===== src/sv/assert_macros.svh =====
// Assertion macros used by the equaliser RTL.
// No dependencies.
`ifndef ASSERT_MACROS_SVH
`define ASSERT_MACROS_SVH
`define ASSERT_IMPL(lbl, clk, rstn, ante, cons) \
  lbl: assert property (@(posedge clk) disable iff (!rstn) (ante) |-> (cons)) \
    else $error("assertion failed");
`define ASSERT_NEXT(lbl, clk, rstn, ante, cons) \
  lbl: assert property (@(posedge clk) disable iff (!rstn) (ante) |=> (cons)) \
    else $error("assertion failed");
`endif


===== src/sv/lsze_pkg.sv =====
`timescale 1ns / 1ps
// Types and constants for the LS channel estimate / ZF equaliser.
// No dependencies.
package lsze_pkg;
  typedef enum logic [1:0] {
    OP_COEF = 2'd0,
    OP_PILOT = 2'd1,
    OP_EQ = 2'd2,
    OP_NONE = 2'd3
  } op_t;

  typedef enum logic [2:0] {
    ST_IDLE,
    ST_MAC,
    ST_ROUND,
    ST_POWER,
    ST_DIV,
    ST_OUT
  } state_t;

  localparam int DivQBits = 17;
endpackage


===== src/sv/lsze_divider.sv =====
`timescale 1ns / 1ps
// Restoring divider, one quotient bit per cycle, for both eq parts at once.
// Depends on lsze_pkg.
module lsze_divider #(
  parameter int NumW = 34,
  parameter int DenW = 33,
  parameter int QW = 17
) (
  input  logic            clk,
  input  logic            rst_n,
  input  logic            start,
  input  logic [NumW-1:0] num_a,
  input  logic [NumW-1:0] num_b,
  input  logic [DenW-1:0] den,
  output logic            done,
  output logic [QW-1:0]   quo_a,
  output logic [QW-1:0]   quo_b
);
  import lsze_pkg::*;
  localparam int RW = DenW + 2;
  localparam int CW = $clog2(NumW + 1);

  logic [NumW-1:0] na_r, nb_r;
  logic [RW-1:0]   ra_r, rb_r;
  logic [DenW:0]   d2_r;
  logic [CW-1:0]   cnt_r;
  logic            busy_r;
  logic [QW-1:0]   qa_r, qb_r;
  logic [RW-1:0]   ta, tb;

  assign ta = {ra_r[RW-2:0], na_r[NumW-1]};
  assign tb = {rb_r[RW-2:0], nb_r[NumW-1]};

  always_ff @(posedge clk) begin
    if (!rst_n) begin
      busy_r <= 1'b0;
      done   <= 1'b0;
      cnt_r  <= '0;
    end else begin
      done <= 1'b0;
      if (start) begin
        busy_r <= 1'b1;
        cnt_r  <= CW'(NumW);
        na_r   <= num_a;
        nb_r   <= num_b;
        ra_r   <= '0;
        rb_r   <= '0;
        qa_r   <= '0;
        qb_r   <= '0;
        d2_r   <= {den, 1'b0};
      end else if (busy_r) begin
        na_r <= na_r << 1;
        nb_r <= nb_r << 1;
        if (ta >= RW'(d2_r)) begin
          ra_r <= ta - RW'(d2_r);
          qa_r <= {qa_r[QW-2:0], 1'b1} | {QW{qa_r[QW-1]}};
        end else begin
          ra_r <= ta;
          qa_r <= {qa_r[QW-2:0], 1'b0} | {QW{qa_r[QW-1]}};
        end
        if (tb >= RW'(d2_r)) begin
          rb_r <= tb - RW'(d2_r);
          qb_r <= {qb_r[QW-2:0], 1'b1} | {QW{qb_r[QW-1]}};
        end else begin
          rb_r <= tb;
          qb_r <= {qb_r[QW-2:0], 1'b0} | {QW{qb_r[QW-1]}};
        end
        cnt_r <= cnt_r - 1'b1;
        if (cnt_r == CW'(1)) begin
          busy_r <= 1'b0;
          done   <= 1'b1;
        end
      end
    end
  end

  assign quo_a = qa_r;
  assign quo_b = qb_r;
endmodule


===== config.mk =====
export PLATFORM = sky130hd
export DESIGN_NAME = lsze_divider
export DESIGN_NICKNAME = d
export VERILOG_FILES = /design/src/sv/assert_macros.svh /design/src/sv/lsze_pkg.sv /design/src/sv/lsze_divider.sv
export SDC_FILE = /design/constraint.sdc
export NUM_CORES = 1
export LEC_CHECK = 0
export ABC_AREA = 1
export BUFFER_PORTS_ARGS = -buffer_cell sky130_fd_sc_hd__buf_2
export CAP_MARGIN = 20
export CORE_ASPECT_RATIO = 0.75
export CORE_MARGIN = 2
export CORE_UTILIZATION = 40
export CTS_BUF_LIST = sky130_fd_sc_hd__clkbuf_8 sky130_fd_sc_hd__clkbuf_16
export DETAILED_ROUTE_END_ITERATION = 12
export SYNTH_ARGS = -nofsm -noshare
export SYNTH_HDL_FRONTEND = slang
export SYNTH_SLANG_ARGS = --single-unit

===== constraint.sdc =====
create_clock -name clk -period 10.55 [get_ports clk]
set_clock_uncertainty 0.2 [all_clocks]
set_input_delay 1.055 -clock clk [delete_from_list [all_inputs] [get_ports clk]]
set_output_delay 1.055 -clock clk [all_outputs]
set_load 0.05 [all_outputs]

==> results of run 1 <==
[sequential cells by signal, indices dropped and copies added (netlist names)]
name and flops:
quo_b 17, rb_r 34, ra_r 34, cnt_r 6, quo_a 17, busy_r 1
na_r 34, nb_r 34, done 1, d2_r 33
[layer usage]
layer	vias to the layer above	GRT usage [%]	part of all wire (%)
li1	6444	-	-
met2	286	30.2	41
met3	45	3.11	6.1
met4	0	4.43	1.9
met5	-	0	0
met1	5691	31.7	51
[critical path, stage by stage (launching register included)]
cell	delay (ps)
edfxtp_1	380
inv_1	130
ha_1	290
nand2_1	130
inv_1	60
nand2_1	60
nand2_1	60
inv_1	70
nand3_2	150
nand2_1	130
nand2_2	70
nand2_2	300
buf_4	340
nand2_4	90
inv_2	530
nor2_1	140
nor2_1	110
[where the power goes]
group	switching [mW]	internal [mW]	total, mW
Sequential	0.0309	1.01	1.04
Combinational	0.495	0.236	0.731
Clock	0.359	0.522	0.881
[worst max-delay path by stage]
| stage | startpoint | endpoint | slack (ps) |
|---|---|---|---|
| after global routing | d2_r[17] | ra_r[29] | 6900 |
| after CTS | d2_r[10] | ra_r[26] | 7170 |
| after global placement | rst_n | ra_r[16] | 7030 |
| after floorplan | start | na_r[0] | 1210 |
| after detailed placement | rst_n | ra_r[15] | 6990 |
| final | d2_r[10] | ra_r[26] | 7140 |
[Yosys cell counts (all sizes together)]
library cell | number | area (µm²)
nor3 | 20 | 110
a21boi | 1 | 7.51
clkinv | 1 | 3.75
a21o | 2 | 15.0
a21oi | 44 | 231
xor2 | 30 | 263
buf | 28 | 195
or2 | 2 | 12.5
clkbuf | 22 | 82.6
o21ai | 3 | 15.0
inv | 328 | 1230
and2 | 18 | 113
nor2 | 291 | 1120
nor3b | 3 | 22.5
nand3 | 61 | 330
edfxtp | 203 | 6100
and3 | 2 | 17.5
nand2 | 810 | 3070
fa | 2 | 40.0
dfxtp | 8 | 160
nand4 | 4 | 25.0
ha | 68 | 851
xnor2 | 1 | 8.76
a221oi | 1 | 8.76
nand3b | 61 | 458
[through the flow]
stage	cell area [µm²]	setup slack (ps)
3_5_place_dp	15600	6990
3_3_place_gp	15600	7030
2_1_floorplan	14500	1210
6_report	16400	7140
5_1_grt	16400	6900
4_1_cts	16400	7170
[kinds of logic after synthesis]
logic type | Yosys count | share of synthesized area (%)
buffers and inverters | 379 | 10.4
DFF | 211 | 43.2
and+or+nand+nor | 1272 | 36.4
AOI/OAI and AO/OA | 51 | 1.92
xor gates and xnor gates | 31 | 1.87
adders and majority gates | 70 | 6.15
[layout make-up]
type / instances / area, µm²
inverters: 329 / 1240
well taps: 465 / 582
clock buffers: 27 / 653
repair buffers: 146 / 753
multi-input cells: 1424 / 6730
clock inverters: 18 / 183
fillers: 3688 / 19400
flip-flops and latches: 211 / 6260
==> metrics.csv, run 1 <==
metric;value;unit
mostFrequentLayoutCells;nand2_1, inv_1, nor2_1, edfxtp_1, buf_2;
setup_viol;0;
grt_pass1_vias;11543;
drt-wirelength-per-cell;14.7;µm
min_to;cnt_r[0];
syn-num-nets;2188;
crit_type;reg2reg;
clk_path_buf_depth;3;
layout-drive-gt1-share;10.2;%
final_common_cell;nand2_1;
antenna_found_initial;0;
syn_area_per_cell;7.19;µm²
p_leak;8.51;nW
h-tree-depth;1;
drtIter0Drc;1083;
ios;139;
cap_violations;0;
cts_root_buf;clkbuf_16;
cts.clk_slew.worst_paths;60;ps
area_delta_synth_final;13.1;%
cts_sinks;211;
reg2reg_from;d2_r[10];
finalNetCount;2311;
yosysUniqueCellTypes;37;
ys_ff_latch;211;
hpwlAfterDp;29.0;mm
grt_max_degree;105;
drt-pass1-iter-count;5;
die_height;169;µm
io_buffers;138;
p_per_area;162;mW/mm²
ys_seq_area_share;43.2;%
globalplace.congestion;0.970;
start_kind;flip-flop;
ant_nets;0;
ff2ff_setup_slack;7140;ps
cts_setup_buffers;0;
cts_buffers;25;
hold_class;reg2reg;
critPathCaptureType;flip-flop;
drc;0;
finalHoldViolCount;0;
worstPathArrival;3590;ps
worstMarginPinSlew;1050;ps
grt_use_total;20.5;%
routed_wl;38.6;mm
status;complete, no violations;
whs;307;ps
holdPathStages;2;
cp.required;10740;ps
period_minus_slack;3410;ps
max_freq;294;MHz
num_rows;60;
setup_tns;0;ps
start_util;40.5;%
cts_tree;built;
yosysWarnings;0;
layout.cells.non_filler;2620;
dp_cells;2575;
rsz0062_at_grt;no;
synthCells;2014;
fin_crit_sh;32.3;%
grt-ovfl-total;0;
drv_slew;0;
r2r_cells;16;
antennaDiodeCount;0;
viasPerCell;4.76;
fp.dieW;224;µm
maxSlewHeadroom;29.7;%
core_area;0.0358;mm²
ctsResizeCount;0;
grt_pass1_wl;61.6;mm
finalPower;2.65;mW
r2r-end;ra_r[26];
clk_latency;540;ps
hold_start;cnt_r[0];
final_core_util;45.8;%
mappedNetlistArea;0.0145;mm²
cts-hold-fix-buffers;0;
ir_worst_vdd;0.0000919;V
cp_max_fo;32;
vias;12466;
die-area;0.0378;mm²
(Power assumes the default switching activity.)
==> run 2, diff against run 1 <==
Settings changed: ABC_AREA 1 to 0.
Clock period 10.55 ns to 3.3 ns, I/O delays scaled along.
==> metrics.csv, run 2 <==
metric;value;unit
finalHoldViolCount;0;
pwr-share-comb;29.4;%
grt_max_degree;94;
fp.dieW;206;µm
drt-wirelength-per-cell;17.5;µm
num_rows;55;
num-fill-cells;2679;
synth_top_area_share;49.7;%
mostFrequentLayoutCells;edfxtp_1, nor2_1, buf_2, dlygate4sd3_1, mux2_2;
synth_edf_count;203;
cts_tree;built;
synth_area_leaders;edfxtp_1, ha_1, mux2_2, nor2_1, mux2i_1;
hold_class;in2reg;
maxSlewHeadroom;38.2;%
cts_sinks;211;
p_per_area;520;mW/mm²
syn-num-nets;1266;
ys_dominant_reg_cell;edfxtp_1;
regArea;0.00626;mm²
cts.clk_slew.worst_paths;60;ps
final_core_util;52.6;%
ff2ff_setup_slack;90;ps
syn_area_per_cell;11.2;µm²
area_delta_synth_final;29.2;%
clk_latency;540;ps
status;complete, no violations;
ir_worst_vdd;0.000373;V
clk_path_buf_depth;3;
start_util;40.7;%
yosysWarnings;0;
p_seq_share;40.6;%
worstMarginPinSlew;926;ps
hold_start;start;
vias;9427;
cts_root_buf;clkbuf_16;
worstPathArrival;3290;ps
ios;139;
start_kind;flip-flop;
yosysUniqueCellTypes;68;
mappedNetlistArea;0.0123;mm²
drt-pass1-iter-count;5;
holdPathStages;2;
synthCells;1092;
setup_viol;0;
layout.cells.non_filler;1796;
layout_setup_ws;86.6;ps
clockPowerShare;30.1;%
drtIter0Drc;503;
routed_wl;31.5;mm
die-area;0.0321;mm²
antennaDiodeCount;0;
finalNetCount;1554;
multi_input_area;0.00580;mm²
p_leak;6.41;nW
ys_seq_area_share;51.0;%
crit_type;reg2reg;
p_switching;2.54;mW
globalplace.congestion;0.859;
drc;0;
period_minus_slack;3210;ps
swShare;30.8;%
grt_use_total;18.9;%
whs;90.1;ps
layout-drive-gt1-share;25.8;%
critPathCaptureType;flip-flop;
synth_area_leader_cell;edfxtp_1;
core_area;0.0301;mm²
synth_most_common_cell;edfxtp_1;
final_common_cell;edfxtp_1;
dp_cells;1627;
drv_slew;0;
die_height;156;µm
grt_pass1_wl;48.3;mm
cts_buffers;24;
antenna_found_initial;0;
async_flop_share;0;%
ant_nets;0;
grt_pass1_vias;9250;
io_buffers;138;
rsz0062_at_grt;yes;
min_to;na_r[21];
r2r-end;rb_r[16];
internal_power;5.71;mW
pre_cts_ws;6.44;ps
viasPerCell;5.25;
grt-ovfl-total;0;
finalPower;8.25;mW
hpwlAfterDp;21.1;mm
cp_max_fo;10;
cap_violations;0;
r2r_cells;11;
cp.required;3380;ps
synth_common_cells;edfxtp_1, nor2_1, ha_1;
reg2reg_from;rb_r[26];
max_freq;311;MHz
h-tree-depth;1;
fin_crit_sh;97.4;%
ys_ff_latch;211;
-- run 2: repair_timing --
action / in CTS / in global routing
gates resized for setup: 2 / 50
gates cloned: 0 / 4
setup buffers: 0 / 20
hold endpoints to repair: 108 / 0
pin swaps: 0 / 10
endpoints found under the setup margin: 15 / 55
hold buffers: 102 / 0
-- run 2: cell families after synthesis --
| kind of cell | after synthesis | share of synthesized area [%] |
|---|---|---|
| buf+inv | 97 | 3.47 |
| compound gates | 227 | 12.7 |
| flops | 211 | 51.0 |
| simple gates | 317 | 11.7 |
| fa+ha+maj | 70 | 7.26 |
| mux | 109 | 9.57 |
| xor+xnor | 61 | 4.35 |
-- run 2: worst max-delay path: stages (launching register included) --
cell,delay (ps)
edfxtp_1,450
ha_4,310
nand3_1,120
or2_0,270
or3_1,390
a211oi_2,320
nor2_4,90
o21ai_4,270
buf_6,150
clkbuf_16,150
mux2i_1,180
nor2_1,50
-- run 2: per-layer routing --
layer,global-route usage (%),up-vias,share of wire (%)
met5,0,-,0
met4,3.57,0,1.6
met3,3.55,40,5.3
met2,28.7,215,43
met1,28.3,4552,50
li1,-,4620,-
-- run 2: final cells by class --
| type | count | share of cell area (%) |
|---|---|---|
| clock buffer | 26 | 3.96 |
| sequential | 211 | 39.5 |
| clock inverter | 17 | 0.631 |
| multi-input combinational | 784 | 36.6 |
| inverter | 54 | 1.28 |
| tap | 399 | 3.15 |
| timing repair buffer | 305 | 14.9 |
-- run 2: power groups by stage --
stage,clock network [mW],registers (mW),logic (mW)
2_1_floorplan,0,3.45,1.49
3_3_place_gp,0,3.39,2.08
3_5_place_dp,0,3.39,2.11
4_1_cts,2.55,3.34,2.21
5_1_grt,2.65,3.37,2.64
6_report,2.48,3.35,2.42
-- run 2: metrics by stage --
stage,setup TNS [ps],cell area [µm²]
global placement,0,13600
detailed placement,0,13600
global route,-251,15900
finish,0,15900
CTS,0,15400
floorplan,0,12300
-- run 2: how the worst max path moves through the flow --
| stage | startpoint | to | cells past startpoint |
|---|---|---|---|
| final | rb_r[26] | rb_r[16] | 11 |
| after global routing | d2_r[1] | rb_r[4] | 13 |
| after CTS | d2_r[1] | ra_r[33] | 11 |
| after detailed placement | d2_r[1] | rb_r[17] | 12 |
| after global placement | rb_r[0] | rb_r[25] | 13 |
| after floorplan | d2_r[1] | ra_r[33] | 13 |
